===== src/design/fpa_pkg.sv =====
`timescale 1ns / 1ps
// ----------------------------------------------------------------------------
// fpa_pkg
// Shared types and constants for the fixed-point ALU core.
// ----------------------------------------------------------------------------
package fpa_pkg;

    localparam int FRAC_BITS_DEF = 8;

    typedef enum logic [3:0] {
        CMD_ADD      = 4'd0,
        CMD_SUB      = 4'd1,
        CMD_MUL      = 4'd2,
        CMD_DIV      = 4'd3,
        CMD_GT       = 4'd4,
        CMD_LT       = 4'd5,
        CMD_GE       = 4'd6,
        CMD_LE       = 4'd7,
        CMD_EQ       = 4'd8,
        CMD_NE       = 4'd9,
        CMD_MIN      = 4'd10,
        CMD_MAX      = 4'd11,
        CMD_INC      = 4'd12,
        CMD_DEC      = 4'd13,
        CMD_FROM_INT = 4'd14,
        CMD_TO_INT   = 4'd15
    } cmd_t;

    typedef struct packed {
        cmd_t               command;
        logic signed [31:0] operand_a;
        logic signed [31:0] operand_b;
    } alu_req_t;

    typedef struct packed {
        logic signed [31:0] result_value;
        logic               compare_true;
        logic               divide_by_zero;
    } alu_rsp_t;

    // Per-item side data that rides along the divider chain
    typedef struct packed {
        cmd_t        command;
        logic [31:0] value;
        logic        compare_true;
        logic        divide_by_zero;
        logic        quot_neg;
    } side_t;

endpackage


===== src/design/fpa_front.sv =====
`timescale 1ns / 1ps
// ----------------------------------------------------------------------------
// fpa_front
// Two-stage front end: simple ops, compares, 32x32 product, divider setup.
// ----------------------------------------------------------------------------
module fpa_front #(
    parameter int FRAC_BITS = fpa_pkg::FRAC_BITS_DEF,
    localparam int DW = 32 + FRAC_BITS
) (
    input  logic              clk,
    input  logic              rst_n,
    input  logic              in_valid,
    input  fpa_pkg::alu_req_t req,
    output logic              out_valid,
    output fpa_pkg::side_t    out_side,
    output logic [DW-1:0]     out_dq,
    output logic [31:0]       out_divisor
);
    import fpa_pkg::*;

    logic signed [31:0] a;
    logic signed [31:0] b;
    side_t              s1_next;
    logic [31:0]        amag;
    logic [31:0]        bmag;

    logic               s1_valid_reg;
    side_t              s1_side_reg;
    logic signed [63:0] s1_prod_reg;
    logic [DW-1:0]      s1_dq_reg;
    logic [31:0]        s1_div_reg;

    logic               s2_valid_reg;
    side_t              s2_side_reg;
    logic [DW-1:0]      s2_dq_reg;
    logic [31:0]        s2_div_reg;
    side_t              s2_next;

    assign a    = req.operand_a;
    assign b    = req.operand_b;
    assign amag = a[31] ? 32'(-a) : a;
    assign bmag = b[31] ? 32'(-b) : b;

    always_comb
    begin
        s1_next                = '0;
        s1_next.command        = req.command;
        s1_next.quot_neg       = a[31] ^ b[31];
        unique case (req.command)
            CMD_ADD:      s1_next.value = a + b;
            CMD_SUB:      s1_next.value = a - b;
            CMD_MUL:      s1_next.value = '0;
            CMD_DIV:      s1_next.divide_by_zero = (b == 32'sd0);
            CMD_GT:       s1_next.compare_true = (a > b);
            CMD_LT:       s1_next.compare_true = (a < b);
            CMD_GE:       s1_next.compare_true = (a >= b);
            CMD_LE:       s1_next.compare_true = (a <= b);
            CMD_EQ:       s1_next.compare_true = (a == b);
            CMD_NE:       s1_next.compare_true = (a != b);
            CMD_MIN:      s1_next.value = (a < b) ? a : b;
            CMD_MAX:      s1_next.value = (a > b) ? a : b;
            CMD_INC:      s1_next.value = a + 32'sd1;
            CMD_DEC:      s1_next.value = a - 32'sd1;
            CMD_FROM_INT: s1_next.value = a << FRAC_BITS;
            CMD_TO_INT:   s1_next.value = a >>> FRAC_BITS;
        endcase
    end

    // Product is floor-shifted one stage after the multiply
    always_comb
    begin
        s2_next = s1_side_reg;
        if (s1_side_reg.command == CMD_MUL)
        begin
            s2_next.value = s1_prod_reg[FRAC_BITS +: 32];
        end
    end

    always_ff @(posedge clk or negedge rst_n)
    begin
        if (!rst_n)
        begin
            s1_valid_reg <= 1'b0;
            s2_valid_reg <= 1'b0;
        end
        else
        begin
            s1_valid_reg <= in_valid;
            s2_valid_reg <= s1_valid_reg;
        end
    end

    always_ff @(posedge clk)
    begin
        s1_side_reg <= s1_next;
        s1_prod_reg <= a * b;
        s1_dq_reg   <= {amag, {FRAC_BITS{1'b0}}};
        s1_div_reg  <= bmag;
        s2_side_reg <= s2_next;
        s2_dq_reg   <= s1_dq_reg;
        s2_div_reg  <= s1_div_reg;
    end

    assign out_valid   = s2_valid_reg;
    assign out_side    = s2_side_reg;
    assign out_dq      = s2_dq_reg;
    assign out_divisor = s2_div_reg;

endmodule


===== config.mk =====
export PLATFORM = sky130hd
export DESIGN_NAME = fpa_front
export DESIGN_NICKNAME = d
export VERILOG_FILES = /design/src/design/fpa_pkg.sv /design/src/design/fpa_front.sv
export SDC_FILE = /design/constraint.sdc
export NUM_CORES = 2
export LEC_CHECK = 0
export BUFFER_PORTS_ARGS = -buffer_cell sky130_fd_sc_hd__buf_2
export CAP_MARGIN = 0
export CORE_UTILIZATION = 53
export DETAILED_ROUTE_END_ITERATION = 10
export PLACE_DENSITY = 0.67
export SYNTH_ARGS = -nofsm -noshare
export SYNTH_HDL_FRONTEND = slang
export SYNTH_SLANG_ARGS = --single-unit

===== constraint.sdc =====
create_clock -name clk -period 2.4 [get_ports clk]
set_input_delay 0.24 -clock clk [delete_from_list [all_inputs] [get_ports clk]]
set_output_delay 0.24 -clock clk [all_outputs]
set_load 0.03 [all_outputs]

==> flow_summary.ini <==
[worst_setup_path]
cpPeakStageDelay_ns = 0.54
cp_num_buf_inv = 8
critical_path_peak_fanout = 20
worstPathRequired_ns = 2.91
critPathKind = in -> reg
slowest_stage = fa_1
critPathLaunchType = input port
end_kind = flip-flop
cp.arrival_ns = 6.84
cpLargestDelayFamily = adder cells
cpMostUsedCell = fa_1

[global_route]
grtUsageTotal = 0.369
grt-ovfl-total = 0
grt_first_pass_wirelength_mm = 182
antenna_found_initial = 15
grt_max_degree = 37
grt_pass1_vias = 30965

[floorplanning]
num_rows = 93
start_util = 0.538
die_h_um = 258
ioPinCount = 183
die_area_um2 = 66600
die_w_um = 258
core_area_um2 = 64600

[logic_synthesis]
synth_top_area_share = 0.371
syn-cell-area_um2 = 34800
synth_cells = 3771
synth.distinct_cells = 77
ys_seq_elements = 240
synth-edff-count = 0
ys_top_cells_by_area = fa_1, dfxtp_1, ha_1
async_flop_share = 0.00833
seq_area_frac_synth = 0.138
ys_warn_count = 0
yosysTopAreaCell = fa_1
synth_area_per_cell_um2 = 9.22
ys.flop_type = dfxtp_1

[final_layout]
area_growth_pct = 28.7
fill_cells = 5040
drive_gt1_frac = 0.270
nets = 5410
final_core_util = 0.693

[timing]
rsz0062_at_grt = true
relSlewSlack = 0.276
finalSetupViolCount = 86
drv_slew = 0
finalCritPeriodShare = 2.64
fmax_mhz = 158
finalHoldViolations = 0
finClkSkew_ns = 0.0269
holdWs_ns = 0.0764
finalWorstSetupSlack_ns = -3.93
min_period_ns = 6.33
tightest_slew_ns = 1.08

[clock_tree]
cts.clk_slew.worst_paths_ns = 0.07
insertion_delay_ns = 0.61
ctsLongestPathBuffers = 3
clkSinkCount = 240
numCtsBuffers = 26
cts-root-buf = clkbuf_16
h-tree-depth = 1
cts_tree = done

[route]
viasPerCell = 5.46
dr_wl_met3_mm = 7.82
top_layer_used = met4
wl_mm = 121
drt_iter0_markers = 2207
routedWlPerCell_um = 22.7
postRouteAntennaNets = 0
firstDrtPassIters = 8
drc_errors = 0
wl_met1_mm = 43.7
vias = 29179
dr_wl_met2_mm = 59.5

[placement]
place.gp.congestion = 1.01
dp_slack_ns = -4.70
placement.io_buffers = 174
hpwl_mm = 99.0

[status]
status = complete, but fails checks
violations = negative setup slack

[flow_run]
drv_cap = 0

[min_path]
hp-class = in -> reg
what timing repair did:
item                                   CTS  global route
pin swaps                               90           109
gates resized for setup                205           157
setup endpoints to repair               88            87
buffers inserted                        39            33
endpoints found under the hold margin    8             0
cloned                                   4             1
hold buffers                             8             0
through the flow:
step | instance area [um^2] | TNS [ns] | std cells
after floorplan | 35800 | -149.90 | 3778
after global placement | 41700 | -219.73 | 5223
after detailed placement | 41700 | -221.04 | 5223
after CTS | 43900 | -144.21 | 5319
after global routing | 44700 | -165.17 | 5341
final | 44700 | -155.50 | 5343
cells in the final DEF (no fill, tap or decap), drive strengths merged, types with 8 or more instances in the layout:
cell / netlist / final
ha: 239 / 239
nand4: 18 / 18
nor2b: 9 / 9
a31oi: 9 / 9
o21a: 15 / 15
o21ai: 78 / 78
a211oi: 11 / 11
a221o: 13 / 13
or3: 19 / 19
fa: 644 / 644
conb: 1 / 8
nand2b: 22 / 22
mux2i: 12 / 12
a22oi: 12 / 12
dfxtp: 238 / 238
o31ai: 16 / 16
mux2: 34 / 34
clkbuf: 203 / 33
diode: 0 / 13
a221oi: 13 / 13
nor3: 32 / 32
or2: 10 / 10
a21oi: 99 / 99
a222oi: 11 / 11
and2: 411 / 411
clkinv: 3 / 9
xnor2: 172 / 172
dlygate4sd3: 0 / 8
nor2: 112 / 112
buf: 24 / 863
o211ai: 17 / 17
o21bai: 13 / 13
nand2: 365 / 365
xor2: 38 / 38
a21o: 43 / 43
inv: 704 / 711
nand3: 24 / 24
cell families after synthesis:
group,synth area share
other cells,0.000108
fa+ha+maj,0.457
xor+xnor,0.0529
compound gates,0.0772
flops,0.138
simple gates,0.158
buf+inv,0.102
mux,0.0145
routing by layer:
metal  vias to the layer above  GRT usage
met2                      1134      0.616
li1                      12918          -
met5                         -          0
met1                     14736      0.430
met3                       391     0.0554
met4                         0      0.280
layout make-up:
class / instances / area [um^2] / area share
diodes: 13 / 32.5 / 0.000727
clock buffers: 30 / 686 / 0.0153
clock inverters: 17 / 199 / 0.00445
inverters: 707 / 2690 / 0.0602
multi-input cells: 2604 / 27900 / 0.625
flip-flops and latches: 240 / 4810 / 0.108
well taps: 855 / 1070 / 0.0239
repair buffers: 877 / 7300 / 0.163
tightest hold or removal path, cell delays in order:
cell	delay [ns]
buf_12	0.11
buf_4	0.17
xnor2_1	0.08
cells in the mapped netlist (all sizes together), types with 6 or more instances:
| master | instances |
|---|---|
| and3 | 6 |
| a22oi | 12 |
| o21bai | 13 |
| xor2 | 38 |
| nor2 | 112 |
| or4 | 7 |
| ha | 239 |
| o21ai | 78 |
| dfxtp | 238 |
| nand2 | 365 |
| a21o | 43 |
| or3 | 19 |
| a222oi | 11 |
| xnor2 | 172 |
| nand3 | 24 |
| and4 | 7 |
| o31a | 6 |
| inv | 704 |
| nor2b | 9 |
| a221oi | 13 |
| a31oi | 9 |
| mux2i | 12 |
| and2 | 411 |
| clkbuf | 203 |
| a221o | 13 |
| fa | 644 |
| o21a | 15 |
| o211ai | 17 |
| nand4 | 18 |
| nor3 | 32 |
| or2 | 10 |
| nand2b | 22 |
| a211oi | 11 |
| o31ai | 16 |
| buf | 24 |
| a21oi | 99 |
| mux2 | 34 |
final timing paths:
path                                    to             from  depth (start not counted)  slack (ns)
min in group asynchronous        out_valid            rst_n                          3        0.51
setup / recovery           s1_prod_reg[24]          req[12]                         27       -3.93
setup reg to reg              out_side[23]  s1_side_reg[35]                          3        0.78
hold / removal               s1_div_reg[4]           req[4]                          3        0.08
max in group asynchronous     s1_valid_reg            rst_n                          3        1.77
hold reg to reg             out_divisor[6]    s1_div_reg[6]                          0        0.32
Power is not shown: default switching activity piles up to over one toggle a cycle in this logic, so the estimate is an artifact.
