### config.mk
export PLATFORM = sky130hd
export DESIGN_NAME = fpa_cell
export DESIGN_NICKNAME = d
export VERILOG_FILES = /design/src/design/fpa_pkg.sv /design/src/design/fpa_cell.sv
export SDC_FILE = /design/constraint.sdc
export NUM_CORES = 1
export LEC_CHECK = 0
export BUFFER_PORTS_ARGS = -buffer_cell sky130_fd_sc_hd__buf_2
export CAP_MARGIN = 20
export CORE_AREA = 2 2 111 113
export CTS_BUF_LIST = sky130_fd_sc_hd__clkbuf_2
export DETAILED_ROUTE_END_ITERATION = 12
export DIE_AREA = 0 0 113 115
export PLACE_DENSITY = 0.83
export SLEW_MARGIN = 30
export SYNTH_ARGS = -nofsm -noshare
export SYNTH_HDL_FRONTEND = slang
export SYNTH_SLANG_ARGS = --single-unit
export TNS_END_PERCENT = 20
### constraint.sdc
create_clock -name clk -period 0.8 [get_ports clk]
set_input_delay 0.12 -clock clk [delete_from_list [all_inputs] [get_ports clk]]
set_output_delay 0.12 -clock clk [all_outputs]
set_load 0.02 [all_outputs]
### src/design/fpa_pkg.sv
`timescale 1ns / 1ps
// ----------------------------------------------------------------------------
// fpa_pkg
// Shared types and constants for the fixed-point ALU core.
// ----------------------------------------------------------------------------
package fpa_pkg;

    localparam int FRAC_BITS_DEF = 8;

    typedef enum logic [3:0] {
        CMD_ADD      = 4'd0,
        CMD_SUB      = 4'd1,
        CMD_MUL      = 4'd2,
        CMD_DIV      = 4'd3,
        CMD_GT       = 4'd4,
        CMD_LT       = 4'd5,
        CMD_GE       = 4'd6,
        CMD_LE       = 4'd7,
        CMD_EQ       = 4'd8,
        CMD_NE       = 4'd9,
        CMD_MIN      = 4'd10,
        CMD_MAX      = 4'd11,
        CMD_INC      = 4'd12,
        CMD_DEC      = 4'd13,
        CMD_FROM_INT = 4'd14,
        CMD_TO_INT   = 4'd15
    } cmd_t;

    typedef struct packed {
        cmd_t               command;
        logic signed [31:0] operand_a;
        logic signed [31:0] operand_b;
    } alu_req_t;

    typedef struct packed {
        logic signed [31:0] result_value;
        logic               compare_true;
        logic               divide_by_zero;
    } alu_rsp_t;

    // Per-item side data that rides along the divider chain
    typedef struct packed {
        cmd_t        command;
        logic [31:0] value;
        logic        compare_true;
        logic        divide_by_zero;
        logic        quot_neg;
    } side_t;

endpackage

### src/design/fpa_cell.sv
`timescale 1ns / 1ps
// ----------------------------------------------------------------------------
// fpa_cell
// One restoring-division step: produces one quotient bit per cell.
// ----------------------------------------------------------------------------
module fpa_cell #(
    parameter int FRAC_BITS = fpa_pkg::FRAC_BITS_DEF,
    localparam int DW = 32 + FRAC_BITS
) (
    input  logic           clk,
    input  logic           rst_n,
    input  logic           in_valid,
    input  fpa_pkg::side_t in_side,
    input  logic [DW-1:0]  in_dq,
    input  logic [31:0]    in_rem,
    input  logic [31:0]    in_divisor,
    output logic           out_valid,
    output fpa_pkg::side_t out_side,
    output logic [DW-1:0]  out_dq,
    output logic [31:0]    out_rem,
    output logic [31:0]    out_divisor
);
    import fpa_pkg::*;

    logic [32:0]   trial;
    logic          q_bit;
    logic          valid_reg;
    side_t         side_reg;
    logic [DW-1:0] dq_reg;
    logic [31:0]   rem_reg;
    logic [31:0]   div_reg;

    // dq holds remaining dividend bits on top, quotient bits shift in below
    assign trial = {in_rem, in_dq[DW-1]} - {1'b0, in_divisor};
    assign q_bit = !trial[32];

    always_ff @(posedge clk or negedge rst_n)
    begin
        if (!rst_n)
        begin
            valid_reg <= 1'b0;
        end
        else
        begin
            valid_reg <= in_valid;
        end
    end

    always_ff @(posedge clk)
    begin
        side_reg <= in_side;
        dq_reg   <= {in_dq[DW-2:0], q_bit};
        rem_reg  <= q_bit ? trial[31:0] : {in_rem[30:0], in_dq[DW-1]};
        div_reg  <= in_divisor;
    end

    assign out_valid   = valid_reg;
    assign out_side    = side_reg;
    assign out_dq      = dq_reg;
    assign out_rem     = rem_reg;
    assign out_divisor = div_reg;

endmodule

==> flow_summary.toml, run 1 <==
[outcome]
outcome = "stopped before the end"
failing_step = "global routing (5_1_grt)"
tool.error = "[ERROR DPL-0038] Utilization greater than 100%, impossible to legalize"

[floorplan]
die_h_um = 115
rows = 40
ioPinCount = 290
initial_core_util_pct = 45.2
fp.dieW_um = 113

[global_routing]
grt_max_degree = 19

[sta]
crit_endpoint = "out_rem[22]$_DFF_P_/D"
worstEpCategory = "register input"

[synth]
yosysWarnings = 0
synth-seq-area-share_pct = 54.1
yosys.area.top_type = "dfxtp_1"
synth-edff-count = 0
synthFlopType = "dfxtp_1"
synth_area_mm2 = 0.00534
synthTopCellsByArea = "dfxtp_1 54%, ha_1 7.5%, mux2_4 5.1%"
async_flop_share_pct = 0.694
syn_nets = 683
yosys.area.top_type_share_pct = 53.6
synth_cells = 504
avgSynthCellArea_um2 = 10.6
synth_cell_type_count = 50
synth_seq_cells = 144

[clock_network]
clockRootBuffer = "clkbuf_2"
numCtsBuffers = 17
clock-sinks = 144
htree_levels = 4
clockBufferDepth = 2

[placement]
gp_routability_congestion = 0.938
hpwl_mm = 14.2
pre_cts_ws_ns = -1.91
io_buffers = 289
-- per-stage QoR --
step / setup TNS, ns / hold WS [ns] / area, um^2 / cells / utilization, %
CTS: -111.37 / -0.571 / 11400 / 1291 / 96.9
detailed placement: -59.70 / -0.103 / 7830 / 1039 / 66.3
global placement: -57.48 / -0.105 / 7830 / 1039 / 66.3
floorplan: -49.61 / -0.176 / 5430 / 504 / -
-- timing repair --
item / CTS
setup buffers: 11
pin swaps: 21
hold endpoints to repair: 144
resized for setup: 433
setup endpoints to repair: 177
gates cloned: 1
hold buffers: 209
-- cell usage after synthesis, drive strengths merged, types with 3 or more instances --
| library cell | number |
|---|---|
| o21a | 6 |
| inv | 42 |
| o31ai | 5 |
| clkbuf | 11 |
| nand2b | 5 |
| o21ai | 24 |
| nor3 | 4 |
| dfxtp | 143 |
| a211oi | 4 |
| o211ai | 9 |
| a21oi | 36 |
| xor2 | 10 |
| mux2 | 18 |
| xnor2 | 14 |
| nor2b | 5 |
| nand2 | 44 |
| ha | 32 |
| and3 | 6 |
| nand3 | 11 |
| o21bai | 5 |
| and2 | 3 |
| nor2 | 16 |
| a21o | 15 |
| nand4 | 7 |
| buf | 4 |
-- kinds of logic after synthesis --
logic type	Yosys count	share of synthesized area [%]
buf+inv	57	4.45
compound gates	120	14.9
xor+xnor	24	3.94
fa+ha+maj	33	7.87
simple gates	108	9.70
flops	144	54.1
mux	18	5.06
==> run 2, diff against run 1 <==
- CORE_AREA: 2 2 111 113 -> default
- CORE_UTILIZATION: default -> 34
- CTS_BUF_LIST: sky130_fd_sc_hd__clkbuf_2 -> default
- DIE_AREA: 0 0 113 115 -> default
- PLACE_DENSITY: 0.83 -> default
- PLACE_DENSITY_LB_ADDON: default -> 0.15
==> flow_summary.toml, run 2 <==
[placement]
io_buffers = 289
dp_cells = 1112
gp_routability_congestion = 0.844
hpwl_mm = 14.0
pre_cts_ws_ns = -2.01

[sta]
final-hold-violation-count = 1
whs_ns = -0.0104
min_period_ns = 2.13
worst_slew_pin_slew_ns = 0.436
setup_viol_count_final = 177
rsz0062_at_grt = "yes"
slew_viol_final = 0
fmax_mhz = 469
relSlewSlack_pct = 70.9
finalWorstSetupSlack_ns = -1.33
fin_crit_sh_pct = 267

[pwr]
combPwrFrac_pct = 30.3
p_clk_share_pct = 34.3
p_leak_nw = 5.53
p_seq_share_pct = 35.4
internal-power_mw = 16.4
p_per_area_mw_per_mm2 = 2060
peakVddDrop_v = 0.00152
switchingPower_mw = 7.15
swShare_pct = 30.4
p_total_mw = 23.6

[synth]
synth_area_mm2 = 0.00534
synth-seq-area-share_pct = 54.1
synth_common_cells = "143 x dfxtp_1, 44 x nand2_1, 41 x inv_1, 34 x a21oi_1, 32 x ha_1"
synth_cells = 504
synth_most_common_cell = "dfxtp_1"
synth_seq_cells = 144
syn_nets = 683
avgSynthCellArea_um2 = 10.6
yosysWarnings = 0
synthFlopType = "dfxtp_1"
synthTopCellsByArea = "dfxtp_1 54%, ha_1 7.5%, mux2_4 5.1%"
yosys.area.top_type = "dfxtp_1"
async_flop_share_pct = 0.694
synth-edff-count = 0
synth_cell_type_count = 50
yosys.area.top_type_share_pct = 53.6

[floorplan]
initial_core_util_pct = 35.0
ioPinCount = 290
dieArea_mm2 = 0.0162
rows = 45
die_h_um = 127
fp.dieW_um = 127
core_mm2 = 0.0153

[cells_and_area]
final_cell_mix = "148 x buf_6, 143 x dfxtp_2, 140 x buf_2"
final_nets = 1241
area_growth_pct = 114
fill_cells = 981
largest_reg_flops = 40
layout_commonest_cell = "buf_6"
layout-drive-gt1-share_pct = 62.7
fin_cells = 1287
final_util_pct = 75.0

[clock_network]
hold_buffers = 129
clock-sinks = 144
clk_pin_slew_ns = 0.07
htree_levels = 4
clockBufferDepth = 2
numCtsBuffers = 17
clockRootBuffer = "clkbuf_16"
cts_tree = "yes"

[critical_path]
worstPathArrival_ns = 2.44
start_kind = "input pin"
cp.required_ns = 1.10
critical_path_class = "input pin to flip-flop"
cp_cell_sequence = "buf_8 -> ha_4 -> a21oi_4 -> o211ai_1 -> a221o_1 -> a211o_1 -> o21a_1 -> o211ai_4 -> inv_4 -> buf_12 -> mux2_4"
crit_slowest_cell = "a221o_1"
cpPeakStageDelay_ns = 0.37
end_kind = "flip-flop"
cp_max_fo = 7

[detailed_routing]
vias_per_cell = 4.69
ant_nets = 0
drtIter0Drc = 203
wl_per_cell_um = 18.1
route.vias.total = 6032
drt-total-wl_mm = 23.3
route.detailed.drc = 0
dr.pass1.iters = 5

[min_path]
hold_path_depth = 3
hold_path.startpoint = "in_divisor[0]"
min_to = "out_rem[0]"
hold_class = "input pin to flip-flop"

[global_routing]
grt_overflow = 0
grt_pass1_wl_mm = 34.2
antenna_found_initial = 1
track_usage_pct = 28.1
grt_max_degree = 21
grt_pass1_vias = 6380

[outcome]
outcome = "complete, but fails checks"
failed_checks = "negative hold slack, negative setup slack"

[run]
cap_violations = 0
-- run 2: timing repair --
item	CTS	global route
gates cloned	1	3
resized for setup	458	66
buffers inserted	7	5
endpoints found under the hold margin	128	1
endpoints found under the setup margin	177	177
pin swaps	13	35
-- run 2: how the worst max path moves through the flow --
stage / slack [ns] / end / depth (start not counted) / start
global placement: -1.90 / out_rem[24] / 13 / in_dq[39]
finish: -1.33 / out_rem[8] / 11 / in_rem[15]
floorplan: -1.58 / out_rem[10] / 12 / in_divisor[16]
global route: -1.39 / out_rem[3] / 11 / in_rem[15]
CTS: -1.26 / out_rem[28] / 13 / in_divisor[13]
detailed placement: -2.01 / out_rem[8] / 13 / in_dq[39]
-- run 2: per-layer routing --
metal  track usage, %  vias to the layer above  wire length, um
li1                 -                     2869                -
met1             29.0                     2859             8700
met2             52.1                      241            12200
met3             6.91                       61             1420
met4             15.2                        2              969
met5                0                        -               13
-- run 2: final cells by class --
type / instances / area [um^2] / share of cell area, %
Sequential cell: 144 / 3070 / 26.8
Timing Repair Buffer: 554 / 4800 / 42.0
Inverter: 42 / 178 / 1.55
Clock buffer: 18 / 439 / 3.84
Clock inverter: 14 / 164 / 1.43
Multi-Input combinational cell: 303 / 2520 / 22.0
Antenna cell: 1 / 2.50 / 0.0219
Tap cell: 211 / 264 / 2.31
-- run 2: cells by family (layout without fill, tap and decap cells) --
| family | Yosys count | after routing | synth area share [%] |
|---|---|---|---|
| mux | 18 | 18 | 5.06 |
| other cells | 0 | 1 | 0 |
| flops | 144 | 144 | 54.1 |
| buf+inv | 57 | 628 | 4.45 |
| compound gates | 120 | 120 | 14.9 |
| fa+ha+maj | 33 | 33 | 7.87 |
| simple gates | 108 | 108 | 9.70 |
| xor+xnor | 24 | 24 | 3.94 |
-- run 2: power groups by stage --
stage / clock network, mW / registers [mW] / logic (mW)
final: 8.09 / 8.34 / 7.13
after global placement: 0 / 8.17 / 5.00
after global routing: 8.57 / 8.38 / 7.54
after floorplan: 0 / 9.02 / 1.95
after detailed placement: 0 / 8.16 / 5.08
after CTS: 8.20 / 8.28 / 6.61
-- run 2: critical path: cells and delay by family --
kind                       cells  cell delay, ns
buffers and inverters          3            0.34
AOI/OAI and AO/OA              6            1.40
adders and majority gates      1            0.27
muxes                          1            0.29
-- run 2: through the flow --
| step | cell area [um^2] | TNS (ns) |
|---|---|---|
| 2_1_floorplan | 5430 | -49.61 |
| 3_3_place_gp | 7990 | -59.63 |
| 3_5_place_dp | 7990 | -62.91 |
| 4_1_cts | 11200 | -67.76 |
| 5_1_grt | 11400 | -74.30 |
| 6_report | 11400 | -68.28 |
(Power assumes the default switching activity.)
==> run 3, diff against run 2 <==
- CORE_AREA: default -> 2 2 112 114
- CORE_UTILIZATION: 34 -> default
- DIE_AREA: default -> 0 0 114 116
- MAX_ROUTING_LAYER: default -> met4
==> flow_summary.toml, run 3 <==
[synth]
synth_cell_type_count = 50
synthTopCellsByArea = "dfxtp_1 54%, ha_1 7.5%, mux2_4 5.1%"
yosys.area.top_type_share_pct = 53.6
syn_nets = 683
async_flop_share_pct = 0.694
synthFlopType = "dfxtp_1"
synth-seq-area-share_pct = 54.1
yosysWarnings = 0
yosys.area.top_type = "dfxtp_1"
synth_most_common_cell = "dfxtp_1"
synth_seq_cells = 144
synth_common_cells = "143 x dfxtp_1, 44 x nand2_1, 41 x inv_1, 34 x a21oi_1, 32 x ha_1"
synth_cells = 504
synth-edff-count = 0
synth_area_mm2 = 0.00534
avgSynthCellArea_um2 = 10.6

[global_routing]
grt_overflow = 38
antenna_found_initial = 9
track_usage_pct = 79.4
grt_max_degree = 17

[floorplan]
initial_core_util_pct = 44.8
ioPinCount = 290
fp.dieW_um = 114
die_h_um = 116
rows = 40

[placement]
pre_cts_ws_ns = -1.87
dp_cells = 1046
hpwl_mm = 14.6
io_buffers = 289
gp_routability_congestion = 0.939

[clock_network]
clock-sinks = 144
htree_levels = 4
clockBufferDepth = 2
numCtsBuffers = 17
clockRootBuffer = "clkbuf_16"

[outcome]
tool.error = "[ERROR GRT-0232] Routing congestion too high. Check the congestion heatmap in the GUI."
failing_step = "global routing (5_1_grt)"
outcome = "stopped before the end"

[sta]
crit_endpoint = "out_rem[21]$_DFF_P_/D"
worstEpCategory = "register input"
## run 3: cell counts after synthesis
No cell type changed its count.
## run 3: what timing repair did
action,in CTS
buffers inserted,11
endpoints found under the hold margin,128
gates cloned,2
hold buffers,129
setup endpoints to repair,177
resized for setup,459
pin swaps,20
## run 3: per-layer routing
metal	GRT overflow	GRT usage, %
met1	0	72.8
met2	21	95.1
met3	1	66.3
met4	16	84.0
met5	-	-
## run 3: cell families after synthesis
kind of cell | Yosys count | synth area share, %
multiplexers | 18 | 5.06
buffers and inverters | 57 | 4.45
adder cells (fa/ha/maj) | 33 | 7.87
AO/OA/AOI/OAI | 120 | 14.9
XOR/XNOR | 24 | 3.94
flip-flops | 144 | 54.1
AND/OR/NAND/NOR | 108 | 9.70
## run 3: per-stage QoR
| step | hold slack, ns | instance area, um^2 |
|---|---|---|
| after floorplan | -0.176 | 5430 |
| after global placement | -0.104 | 7910 |
| after detailed placement | -0.105 | 7910 |
| after CTS | 0.000726 | 11100 |
