$ cat config.mk
export PLATFORM = sky130hd
export DESIGN_NAME = fpa_back
export DESIGN_NICKNAME = d
export VERILOG_FILES = /design/src/design/fpa_pkg.sv /design/src/design/fpa_back.sv
export SDC_FILE = /design/constraint.sdc
export NUM_CORES = 1
export LEC_CHECK = 0
export BUFFER_PORTS_ARGS = -buffer_cell sky130_fd_sc_hd__clkbuf_2
export CAP_MARGIN = 5
export CORE_UTILIZATION = 44
export CTS_CLUSTER_DIAMETER = 120
export DETAILED_ROUTE_END_ITERATION = 6
export HOLD_SLACK_MARGIN = 0.1
export PLACE_DENSITY = 0.8
export REMOVE_ABC_BUFFERS = 1
export SETUP_SLACK_MARGIN = 0.4
export SLEW_MARGIN = 20
export SYNTH_ARGS = -nofsm -noshare
export SYNTH_HDL_FRONTEND = slang
export SYNTH_SLANG_ARGS = --single-unit
$ cat constraint.sdc
create_clock -name clk -period 0.8 [get_ports clk]
set_clock_uncertainty 0.15 [all_clocks]
set_input_delay 0.2 -clock clk [delete_from_list [all_inputs] [get_ports clk]]
set_output_delay 0.2 -clock clk [all_outputs]
set_load 0.01 [all_outputs]
$ cat src/design/fpa_pkg.sv
`timescale 1ns / 1ps
// ----------------------------------------------------------------------------
// fpa_pkg
// Shared types and constants for the fixed-point ALU core.
// ----------------------------------------------------------------------------
package fpa_pkg;

    localparam int FRAC_BITS_DEF = 8;

    typedef enum logic [3:0] {
        CMD_ADD      = 4'd0,
        CMD_SUB      = 4'd1,
        CMD_MUL      = 4'd2,
        CMD_DIV      = 4'd3,
        CMD_GT       = 4'd4,
        CMD_LT       = 4'd5,
        CMD_GE       = 4'd6,
        CMD_LE       = 4'd7,
        CMD_EQ       = 4'd8,
        CMD_NE       = 4'd9,
        CMD_MIN      = 4'd10,
        CMD_MAX      = 4'd11,
        CMD_INC      = 4'd12,
        CMD_DEC      = 4'd13,
        CMD_FROM_INT = 4'd14,
        CMD_TO_INT   = 4'd15
    } cmd_t;

    typedef struct packed {
        cmd_t               command;
        logic signed [31:0] operand_a;
        logic signed [31:0] operand_b;
    } alu_req_t;

    typedef struct packed {
        logic signed [31:0] result_value;
        logic               compare_true;
        logic               divide_by_zero;
    } alu_rsp_t;

    // Per-item side data that rides along the divider chain
    typedef struct packed {
        cmd_t        command;
        logic [31:0] value;
        logic        compare_true;
        logic        divide_by_zero;
        logic        quot_neg;
    } side_t;

endpackage

$ cat src/design/fpa_back.sv
`timescale 1ns / 1ps
// ----------------------------------------------------------------------------
// fpa_back
// Quotient sign fix, result select and output register.
// ----------------------------------------------------------------------------
module fpa_back #(
    parameter int FRAC_BITS = fpa_pkg::FRAC_BITS_DEF,
    localparam int DW = 32 + FRAC_BITS
) (
    input  logic              clk,
    input  logic              rst_n,
    input  logic              in_valid,
    input  fpa_pkg::side_t    in_side,
    input  logic [DW-1:0]     in_quot,
    output logic              done,
    output fpa_pkg::alu_rsp_t result
);
    import fpa_pkg::*;

    logic [31:0] q32;
    alu_rsp_t    rsp_next;
    alu_rsp_t    rsp_reg;
    logic        done_reg;

    assign q32 = in_quot[31:0];

    always_comb
    begin
        rsp_next.compare_true   = in_side.compare_true;
        rsp_next.divide_by_zero = in_side.divide_by_zero;
        if (in_side.divide_by_zero)
        begin
            rsp_next.result_value = '0;
        end
        else if (in_side.command == CMD_DIV)
        begin
            rsp_next.result_value = in_side.quot_neg ? -q32 : q32;
        end
        else
        begin
            rsp_next.result_value = in_side.value;
        end
    end

    always_ff @(posedge clk or negedge rst_n)
    begin
        if (!rst_n)
        begin
            done_reg <= 1'b0;
        end
        else
        begin
            done_reg <= in_valid;
        end
    end

    always_ff @(posedge clk)
    begin
        rsp_reg <= rsp_next;
    end

    assign done   = done_reg;
    assign result = rsp_reg;

endmodule

==> metrics.txt, run 1 <==
initial antenna violation count 0; net switching power 1.48 mW; Cells after Synth 248; switching share of power 30.4%; core area 0.00444 mm2; grt ovf 0; max reg flops 34; Synth area leader dfxtp_1; status finished with violations; Mean Syn Cell Area around 8.3 um2; drt total wl 10.8 mm; Netlist cell types 46; diode count 0; IO buf count 108; CTS clk-pin slew, worst paths 70 ps; H-Tree Depth 2; Synth area leaders dfxtp_1, a211oi_1, xor2_1, nor2_1, mux2i_1; total chip power roughly 5 mW; first-pass GRT wire length 14.0 mm; Tcrit/Tclk final 272%; Finished Layout Cells 476; internal power 3.39 mW; die width 70.6 um; Hold Crit Class in2async; fraction of layout cells with a size suffix above 1 63.7%; Max Cap Violations 0; CP Class in2reg; Num CTS Buffers 5; final worst setup slack -1370 ps; row count 24; Power Density 1220 mW/mm2; top_reg_cell synth dfxtp_1; Flop pwr share 39.2%; Fmax 460 MHz; pin count of the biggest net entering global routing 29; worst-margin pin slew 439 ps; Die Area 0.00498 mm2; final core occ roughly nine tenths; worst-path fanout max 7; Critical Path End result[31]; Data arrival, critical path 2190 ps; startpoint types input port; share of power burned in the clock network 30.3%; RSZ-0062 raised after global routing yes; Comb pwr share 30.5%; final setup fails 67; Final min period 2170 ps; post-synth top area share between 30% and 40%; post-DP HPWL around 4.9 mm; Syn. warnings 0; CP endpoint kind register; post-synthesis cell area 0.00207 mm2; layout filler cell count 198; Fin Setup TNS -40,260 ps; Critical Path RT 810 ps; Post-synth EDFFs 0; clk root buf clkbuf_8; CTS tree done; cell count after placement 448; number of synthesized register bits 35; first-pass iteration count of the detailed router 7; worst rel slew slack 70.4%; Slew Viols, Final 0; Die Y 70.6 um; Initial Util 46.5%; Layout area overhead 92.1%; ANT nets after route 0; Fin Hold WS -465 ps; clock sinks 35; number of placed I/O pins around 120; VDD IR max 0.741 mV; Starting DRT DRC Count 369; Worst Setup SP in_quot[11]; fin nets 506; Leak Pwr 1.81 nW; WL per Instance roughly 23 um; Via Count 3,073; vias in the first global route approximately 2,800; final hold vios 3; async set-reset flop share out of synthesis 2.86%; GP Congestion around 0.9; DRC 12; CTS Buffer Depth 2; failing checks DRC, hold timing, setup timing; sequential fraction of the synthesis area 34.1%; number of vias per cell approximately 6.5; total global-route track usage between 30 and 40%
[timing repair]
action,in CTS,in global routing
buffers inserted,13,4
endpoints found under the hold margin,30,22
setup endpoints to repair,68,68
gates resized for setup,75,96
pin swaps,31,35
cloned,3,0
[critical path: stages]
cell and delay (ps):
buf_6 90, or4_4 550, or4_4 580, nor4_4 310
buf_4 200, nand4_1 120, o311ai_1 130
[placed cells by master (no fill, tap or decap), types with 3 or more instances in the layout]
cell,count
a21oi_1,8
buf_6,28
nor2_4,3
or3_4,3
a31oi_1,3
o22ai_1,6
nor2b_1,4
nor4_4,3
buf_12,4
dfxtp_2,14
o21ai_0,3
nor4_1,3
buf_2,18
mux2i_1,7
nor3_4,3
buf_4,61
nor3b_1,7
clkbuf_2,71
nand2b_1,7
or4_4,5
nand2_1,7
or3_1,4
nand4_1,3
a311o_1,3
a211oi_2,10
clkbuf_8,7
nor2_1,25
xor2_1,13
dfxtp_1,20
o31ai_4,4
o21ai_2,3
a211oi_1,10
xor2_2,4
[synthesized netlist by cell type (2+ instances only)]
library cell and instances:
dfxtp_1 34, nor2_1 29, a211oi_1 20, xor2_1 17
clkbuf_1 14, nand2_1 11, a21oi_1 9, nand2b_1 8
o21ai_0 8, mux2i_1 7, nor3b_1 7, or3_1 7
nor4_1 6, o22ai_1 6, nor2b_1 5, o31ai_1 5
nor3_1 4, or4_1 4, a311o_1 3, a31oi_1 3
buf_1 3, inv_1 3, nand3_1 3, nand4_1 3
buf_2 2, nand3b_1 2, nor4b_1 2, o211ai_1 2
o311ai_1 2, or2_2 2, or4_4 2
[cells by family (layout without fill, tap and decap cells)]
| logic type | after synthesis | after routing | share of synthesized area, % |
|---|---|---|---|
| AND/OR/NAND/NOR | 102 | 103 | 28.9 |
| AO/OA/AOI/OAI | 62 | 62 | 20.8 |
| flip-flops | 35 | 35 | 34.1 |
| buffers and inverters | 23 | 198 | 4.66 |
| XOR/XNOR | 18 | 18 | 7.62 |
| multiplexers | 7 | 7 | 3.39 |
| adder cells (fa/ha/maj) | 1 | 1 | 0.605 |
[worst min path at each step]
stage	startpoint	to	slack [ps]
6_report	rst_n	done	-470
5_1_grt	rst_n	done	-470
4_1_cts	rst_n	done	-470
3_5_place_dp	rst_n	done	-170
3_3_place_gp	rst_n	done	-170
2_1_floorplan	rst_n	done	-250
[cell type report]
cell class / instances / area (um2) / area share [%]
clock buffer: 8 / 100 / 2.52
inverter: 3 / 16.3 / 0.409
timing repair buffer: 187 / 1410 / 35.5
sequential: 35 / 723 / 18.2
multi-input combinational: 191 / 1660 / 41.8
tap: 52 / 65.1 / 1.64
[power by group through the flow]
stage	logic (mW)	clock network, mW	registers [mW]
6_report	1.48	1.48	1.90
5_1_grt	1.54	1.53	1.91
4_1_cts	1.21	1.43	1.89
3_5_place_dp	1.04	0	1.92
3_3_place_gp	1.02	0	1.92
2_1_floorplan	0.321	0	1.98
[per-layer routing]
metal | vias to the layer above | track usage (%) | part of all wire (%) | routed length, um
li1 | 1277 | - | - | -
met1 | 1402 | 42.2 | 36 | 3910
met2 | 306 | 62.7 | 47 | 5040
met3 | 88 | 7.41 | 11 | 1190
met4 | 0 | 21.3 | 6.2 | 665
met5 | - | 0 | 0 | 0
[stage by stage]
step / area, um2 / setup WS (ps)
after global placement: 3080 / -1570
after global routing: 3970 / -1440
after floorplan: 1980 / -1460
after CTS: 3650 / -1220
final: 3970 / -1370
after detailed placement: 3080 / -1660
No activity file was read; power rests on OpenSTA's default activity.
==> run 2, diff against run 1 <==
--- a/config.mk
+++ b/config.mk
@@ -7,11 +7,14 @@
 export LEC_CHECK = 0
 export BUFFER_PORTS_ARGS = -buffer_cell sky130_fd_sc_hd__clkbuf_2
 export CAP_MARGIN = 5
-export CORE_UTILIZATION = 44
+export CELL_PAD_IN_SITES_DETAIL_PLACEMENT = 1
+export CELL_PAD_IN_SITES_GLOBAL_PLACEMENT = 2
+export CORE_MARGIN = 4
+export CORE_UTILIZATION = 23
 export CTS_CLUSTER_DIAMETER = 120
 export DETAILED_ROUTE_END_ITERATION = 6
 export HOLD_SLACK_MARGIN = 0.1
-export PLACE_DENSITY = 0.8
+export PLACE_DENSITY_LB_ADDON = 0.1
 export REMOVE_ABC_BUFFERS = 1
 export SETUP_SLACK_MARGIN = 0.4
 export SLEW_MARGIN = 20
==> run 2 against run 1 <==
  * The flow finishes with violations (hold timing, setup timing)
  * Combinational power decreased by 5%
  * Design area increased by 3.6%
  * Clock-buffer cell count decreased by 2
  * Sequential share of layout area decreased by 0.57 points
  * Via count decreased by 17%
  * Sequential cell count unchanged
  * Fmax increased by 9.9%
  * Core utilization decreased by 42 points
  * Routed wire length decreased by 19%
  * Critical path depth increased by 2
  * Sequential power about the same
  * Clock power increased by 17%
  * Critical endpoint is now result[16]
  * Largest power group unchanged
==> metrics.txt, run 2 (same netlist as run 1, synthesis figures left out) <==
status finished with violations (unchanged); failing checks hold timing, setup timing (was DRC, hold timing, setup timing); met3 WL 467 um (was 1.19 mm); core area 0.00872 mm2 (was 0.00444 mm2); die width 103 um (was 70.6 um); CTS tree done (unchanged); wire length on met1 3.80 mm (was 3.91 mm); final core occ 47.2% (was 89.4%); pin count of the biggest net entering global routing 28 (was 29); final setup fails 67 (unchanged); RSZ-0062 raised after global routing yes (unchanged); CTS clk-pin slew, worst paths 70 ps (about the same); post-DP HPWL 6.43 mm (was 4.92 mm); row count 34 (was 24); CP Class in2reg (unchanged); initial antenna violation count 0 (unchanged); fraction of layout cells with a size suffix above 1 64.3% (was 63.7%); clk root buf clkbuf_8 (unchanged); worst-margin pin slew 385 ps (was 439 ps); CTS Buffer Depth 2 (unchanged); IO buf count 108 (unchanged); most common cell after layout, fill and taps aside clkbuf_2 (unchanged); Critical Path RT 840 ps (was 810 ps); grt ovf 0 (unchanged); commonest non-fill, non-tap cells in the layout clkbuf_2, buf_4, buf_6 (unchanged); Fin Hold WS -476 ps (was -465 ps); Multi-input gate area 0.00164 mm2 (was 0.00166 mm2); Layout area overhead 99.0% (was 92.1%); Final min period 1980 ps (was 2170 ps); Fmax 505 MHz (was 460 MHz); Num CTS Buffers 5 (unchanged); Die Area 0.0106 mm2 (was 0.00498 mm2); Die Y 103 um (was 70.6 um); DRC 0 (was 12); Starting DRT DRC Count 55 (was 369); Hold Crit Class in2async (unchanged); worst rel slew slack 74.1% (was 70.4%); total global-route track usage 16.1% (was 36.4%); GP Congestion 0.751 (was 0.914); startpoint types input port (unchanged); H-Tree Depth 2 (unchanged); WL per Instance 16.5 um (was 22.7 um); worst-path fanout max 7 (unchanged); CP endpoint kind register (unchanged); vias in the first global route 2,667 (was 2,791); Data arrival, critical path 2020 ps (was 2190 ps); Leak Pwr 1.82 nW (was 1.81 nW); Power Density 1220 mW/mm2 (about the same); ANT nets after route 0 (unchanged); number of vias per cell 4.79 (was 6.46); Met2 Wirelength 4.41 mm (was 5.04 mm); max reg flops 34 (unchanged); VDD IR max 0.525 mV (was 0.741 mV); Slew Viols, Final 0 (unchanged); Reg area 726 um2 (was 723 um2); first-pass iteration count of the detailed router 4 (was 7); number of placed I/O pins 117 (unchanged); final worst setup slack -1180 ps (was -1370 ps); fin nets 505 (was 506); Initial Util 23.7% (was 46.5%); Max Cap Violations 0 (unchanged); layout filler cell count 1,014 (was 198); top sig layer met4 (unchanged); pre-CTS setup slack -1640 ps (was -1660 ps); clock sinks 35 (unchanged); first-pass GRT wire length 13.3 mm (was 14.0 mm); diode count 0 (unchanged); drt total wl 8.76 mm (was 10.8 mm); final hold vios 4 (was 3); Via Count 2,546 (was 3,073); Tcrit/Tclk final 247% (was 272%)
-- run 2: cell count changes in the layout (fill, tap and decap cells not counted), sizes merged --
cell / delta
and3: -1
buf: +1
bufinv: +1
clkbuf: -3
clkinv: +1
-- run 2: layout make-up --
class	instances	area share [%]
Multi-Input combinational cell	190	39.8
Clock inverter	2	0.851
Inverter	3	0.334
Clock buffer	6	2.01
Sequential cell	35	17.6
Tap cell	108	3.28
Timing Repair Buffer	187	36.1
-- run 2: repair_timing --
| action | CTS | global route |
|---|---|---|
| gates cloned | 2 | 2 |
| buffers inserted | 5 | 10 |
| setup endpoints to repair | 68 | 68 |
| resized for setup | 79 | 97 |
| endpoints found under the hold margin | 33 | 28 |
| pin swaps | 44 | 25 |
-- run 2: metrics by stage --
stage / setup TNS, ps / hold WS (ps) / cells / instance area, um2 / power [mW]
3_5_place_dp: -42280 / -174 / 504 / 3140 / 3.00
4_1_cts: -39370 / -490 / 519 / 3680 / 4.91
3_3_place_gp: -41610 / -175 / 504 / 3140 / 2.99
6_report: -38230 / -476 / 531 / 4120 / 5.04
2_1_floorplan: -38170 / -246 / 228 / 1980 / 2.30
5_1_grt: -41080 / -501 / 531 / 4120 / 5.34
-- run 2: power by group --
group	switching (mW)	total, mW	internal (mW)
clock	0.722	1.73	1.01
sequential	0.0400	1.90	1.86
combinational	0.636	1.40	0.764
total	1.40	5.04	3.64
-- run 2: worst max-delay path: stages --
cell	delay, ps
buf_8	100
inv_4	50
ha_4	130
or4b_4	470
or3_4	450
buf_4	170
o31ai_4	160
xor2_1	90
a211oi_1	210
-- run 2: worst max path at each step --
| stage | cells past startpoint | startpoint | end |
|---|---|---|---|
| final | 9 | in_quot[1] | result[16] |
| after global routing | 8 | in_quot[0] | result[30] |
| after CTS | 7 | in_quot[8] | result[31] |
| after detailed placement | 9 | in_quot[0] | result[20] |
| after global placement | 8 | in_quot[0] | result[32] |
| after floorplan | 7 | in_quot[0] | result[32] |
-- run 2: layer usage --
metal,track usage (%),up-vias
li1,-,1269
met1,20.3,1208
met2,28.5,61
met3,3.18,8
met4,3.49,0
met5,0,-
==> run 3, diff against run 2 <==
--- a/config.mk
+++ b/config.mk
@@ -7,14 +7,13 @@
 export LEC_CHECK = 0
 export BUFFER_PORTS_ARGS = -buffer_cell sky130_fd_sc_hd__clkbuf_2
 export CAP_MARGIN = 5
-export CELL_PAD_IN_SITES_DETAIL_PLACEMENT = 1
-export CELL_PAD_IN_SITES_GLOBAL_PLACEMENT = 2
+export CORE_ASPECT_RATIO = 1.2
 export CORE_MARGIN = 4
-export CORE_UTILIZATION = 23
+export CORE_UTILIZATION = 44
 export CTS_CLUSTER_DIAMETER = 120
 export DETAILED_ROUTE_END_ITERATION = 6
 export HOLD_SLACK_MARGIN = 0.1
-export PLACE_DENSITY_LB_ADDON = 0.1
+export PLACE_DENSITY = 0.8
 export REMOVE_ABC_BUFFERS = 1
 export SETUP_SLACK_MARGIN = 0.4
 export SLEW_MARGIN = 20
==> run 3 against run 2 <==
  * The run still ends with hold timing, setup timing left
  * Routed wire length up 33%
  * Clock power down 23%
  * Critical path depth down 2
  * Critical path type unchanged
  * Largest cell class unchanged
==> metrics.txt, run 3 (same netlist as run 1, synthesis figures left out) <==
status finished with violations (unchanged); failing checks hold timing, setup timing (unchanged); H-Tree Depth 2 (unchanged); family with the most delay on the worst path simple AND/OR/NAND/NOR gates (unchanged); grt ovf 0 (unchanged); Num CTS Buffers 5 (unchanged); Leak Pwr 1.83 nW (was 1.82 nW); layout filler cell count 214 (was 1,014); Initial Util 45.3% (was 23.7%); Tcrit/Tclk final 271% (was 247%); WL per Instance 23.7 um (was 16.5 um); row count 27 (was 34); number of vias per cell 6.49 (was 4.79); max reg flops 34 (unchanged); drt total wl 11.6 mm (was 8.76 mm); Via Count 3,179 (was 2,546); total global-route track usage 29.9% (was 16.1%); final worst setup slack -1360 ps (was -1180 ps); Die Area 0.00587 mm2 (was 0.0106 mm2); Fin Setup TNS -41,710 ps (was -38,230 ps); Slew Viols, Final 0 (unchanged); post-DP HPWL 5.34 mm (was 6.43 mm); Max stage delay on crit path 590 ps (was 470 ps); Power Density 1180 mW/mm2 (was 1220 mW/mm2); number of placed I/O pins 117 (unchanged); DRC 0 (unchanged); Layout area overhead 95.2% (was 99.0%); worst-path fanout max 7 (unchanged); first-pass iteration count of the detailed router 6 (was 4); final setup fails 67 (unchanged); Starting DRT DRC Count 466 (was 55); CTS tree done (unchanged); CTS Buffer Depth 2 (unchanged); CP bufs+invs 2 (was 3); Multi-input gate area 0.00161 mm2 (was 0.00164 mm2); fin nets 514 (was 505); Reg area 727 um2 (was 726 um2); Max Cap Violations 0 (unchanged); fraction of layout cells with a size suffix above 1 63.7% (was 64.3%); final hold vios 4 (unchanged); worst-margin pin slew 458 ps (was 385 ps); commonest non-fill, non-tap cells in the layout clkbuf_2, buf_4, buf_6 (unchanged); clk root buf clkbuf_8 (unchanged); CP Class in2reg (unchanged); RSZ-0062 raised after global routing yes (unchanged); core area 0.00456 mm2 (was 0.00872 mm2); Final Instance Area 0.00404 mm2 (was 0.00412 mm2); clock sinks 35 (unchanged); CP dominant cell by count or4_4; Critical Path RT 830 ps (was 840 ps); placed instance area 0.00308 mm2 (was 0.00314 mm2); GP Congestion 0.899 (was 0.751); vias in the first global route 2,912 (was 2,667); ANT nets after route 0 (unchanged); Fin Hold WS -480 ps (was -476 ps); worst rel slew slack 69.2% (was 74.1%); Fmax 462 MHz (was 505 MHz); pin count of the biggest net entering global routing 25 (was 28); critical-path cell list buf_6, or4_4, or4_4, nor4_4, buf_4, nand4_1, o311ai_1 (was buf_8, inv_4, ha_4, or4b_4, or3_4, buf_4, o31ai_4, xor2_1, a211oi_1); total chip power 4.76 mW (was 5.04 mW); diode count 0 (unchanged); Data arrival, critical path 2190 ps (was 2020 ps); Slowest-stage cell, CP or4_4 (was or4b_4); CTS clk-pin slew, worst paths 70 ps (about the same); IO buf count 108 (unchanged); Final min period 2160 ps (was 1980 ps); VDD IR max 0.775 mV (was 0.525 mV); CP endpoint kind register (unchanged); most common cell after layout, fill and taps aside clkbuf_2 (unchanged); Die Y 83.1 um (was 103 um); die width 70.6 um (was 103 um); first-pass GRT wire length 14.2 mm (was 13.3 mm); Hold Crit Class in2async (unchanged); initial antenna violation count 0 (unchanged); startpoint types input port (unchanged)
[run 3: cell count changes in the layout (fill, tap and decap cells not counted), moves of 3 or more]
cell	change
o21ai_2	-4
o21ai_4	+3
a211oi_1	-4
nor2_4	-3
buf_4	+10
a211oi_2	+4
[run 3: stage by stage]
| stage | utilization [%] | setup slack (ps) | std cells |
|---|---|---|---|
| floorplan | - | -1460 | 228 |
| global placement | 67.5 | -1580 | 455 |
| detailed placement | 67.5 | -1650 | 455 |
| CTS | 78.5 | -1210 | 476 |
| global route | 88.5 | -1410 | 490 |
| finish | 88.5 | -1360 | 490 |
[run 3: where the power goes]
group	total (mW)	leakage [nW]	switching, mW	internal [mW]
logic	1.52	1.49	0.758	0.763
registers	1.91	0.300	0.0489	1.86
clock network	1.33	0.0477	0.731	0.597
total	4.76	1.83	1.54	3.22
[run 3: cell type report]
type	instances	share of cell area, %
clock inverter	3	0.372
multi-input combinational	190	39.9
tap	58	1.80
inverter	3	0.403
timing repair buffer	196	37.8
sequential	35	18.0
clock buffer	5	1.70
[run 3: path summary, 6_finish.rpt]
check,startpoint,endpoint,depth (start not counted)
worst max-delay path,in_quot[11],result[31],7
worst min-delay path,rst_n,done,1
max in group asynchronous,rst_n,done,1
min in group clk,in_side[2],result[1],1
[run 3: routing by layer]
layer / global-route usage, % / wire length, um / vias to the layer above
li1: - / - / 1288
met1: 32.4 / 3920 / 1447
met2: 51.3 / 5550 / 323
met3: 7.75 / 1200 / 121
met4: 17.8 / 970 / 0
met5: 0 / 0 / -
[run 3: what timing repair did]
| action | 4_1_cts | 5_1_grt |
|---|---|---|
| setup buffers | 10 | 14 |
| cloned | 3 | 0 |
| gates resized for setup | 65 | 109 |
| setup endpoints to repair | 68 | 68 |
| pin swaps | 32 | 30 |
| endpoints found under the hold margin | 30 | 26 |
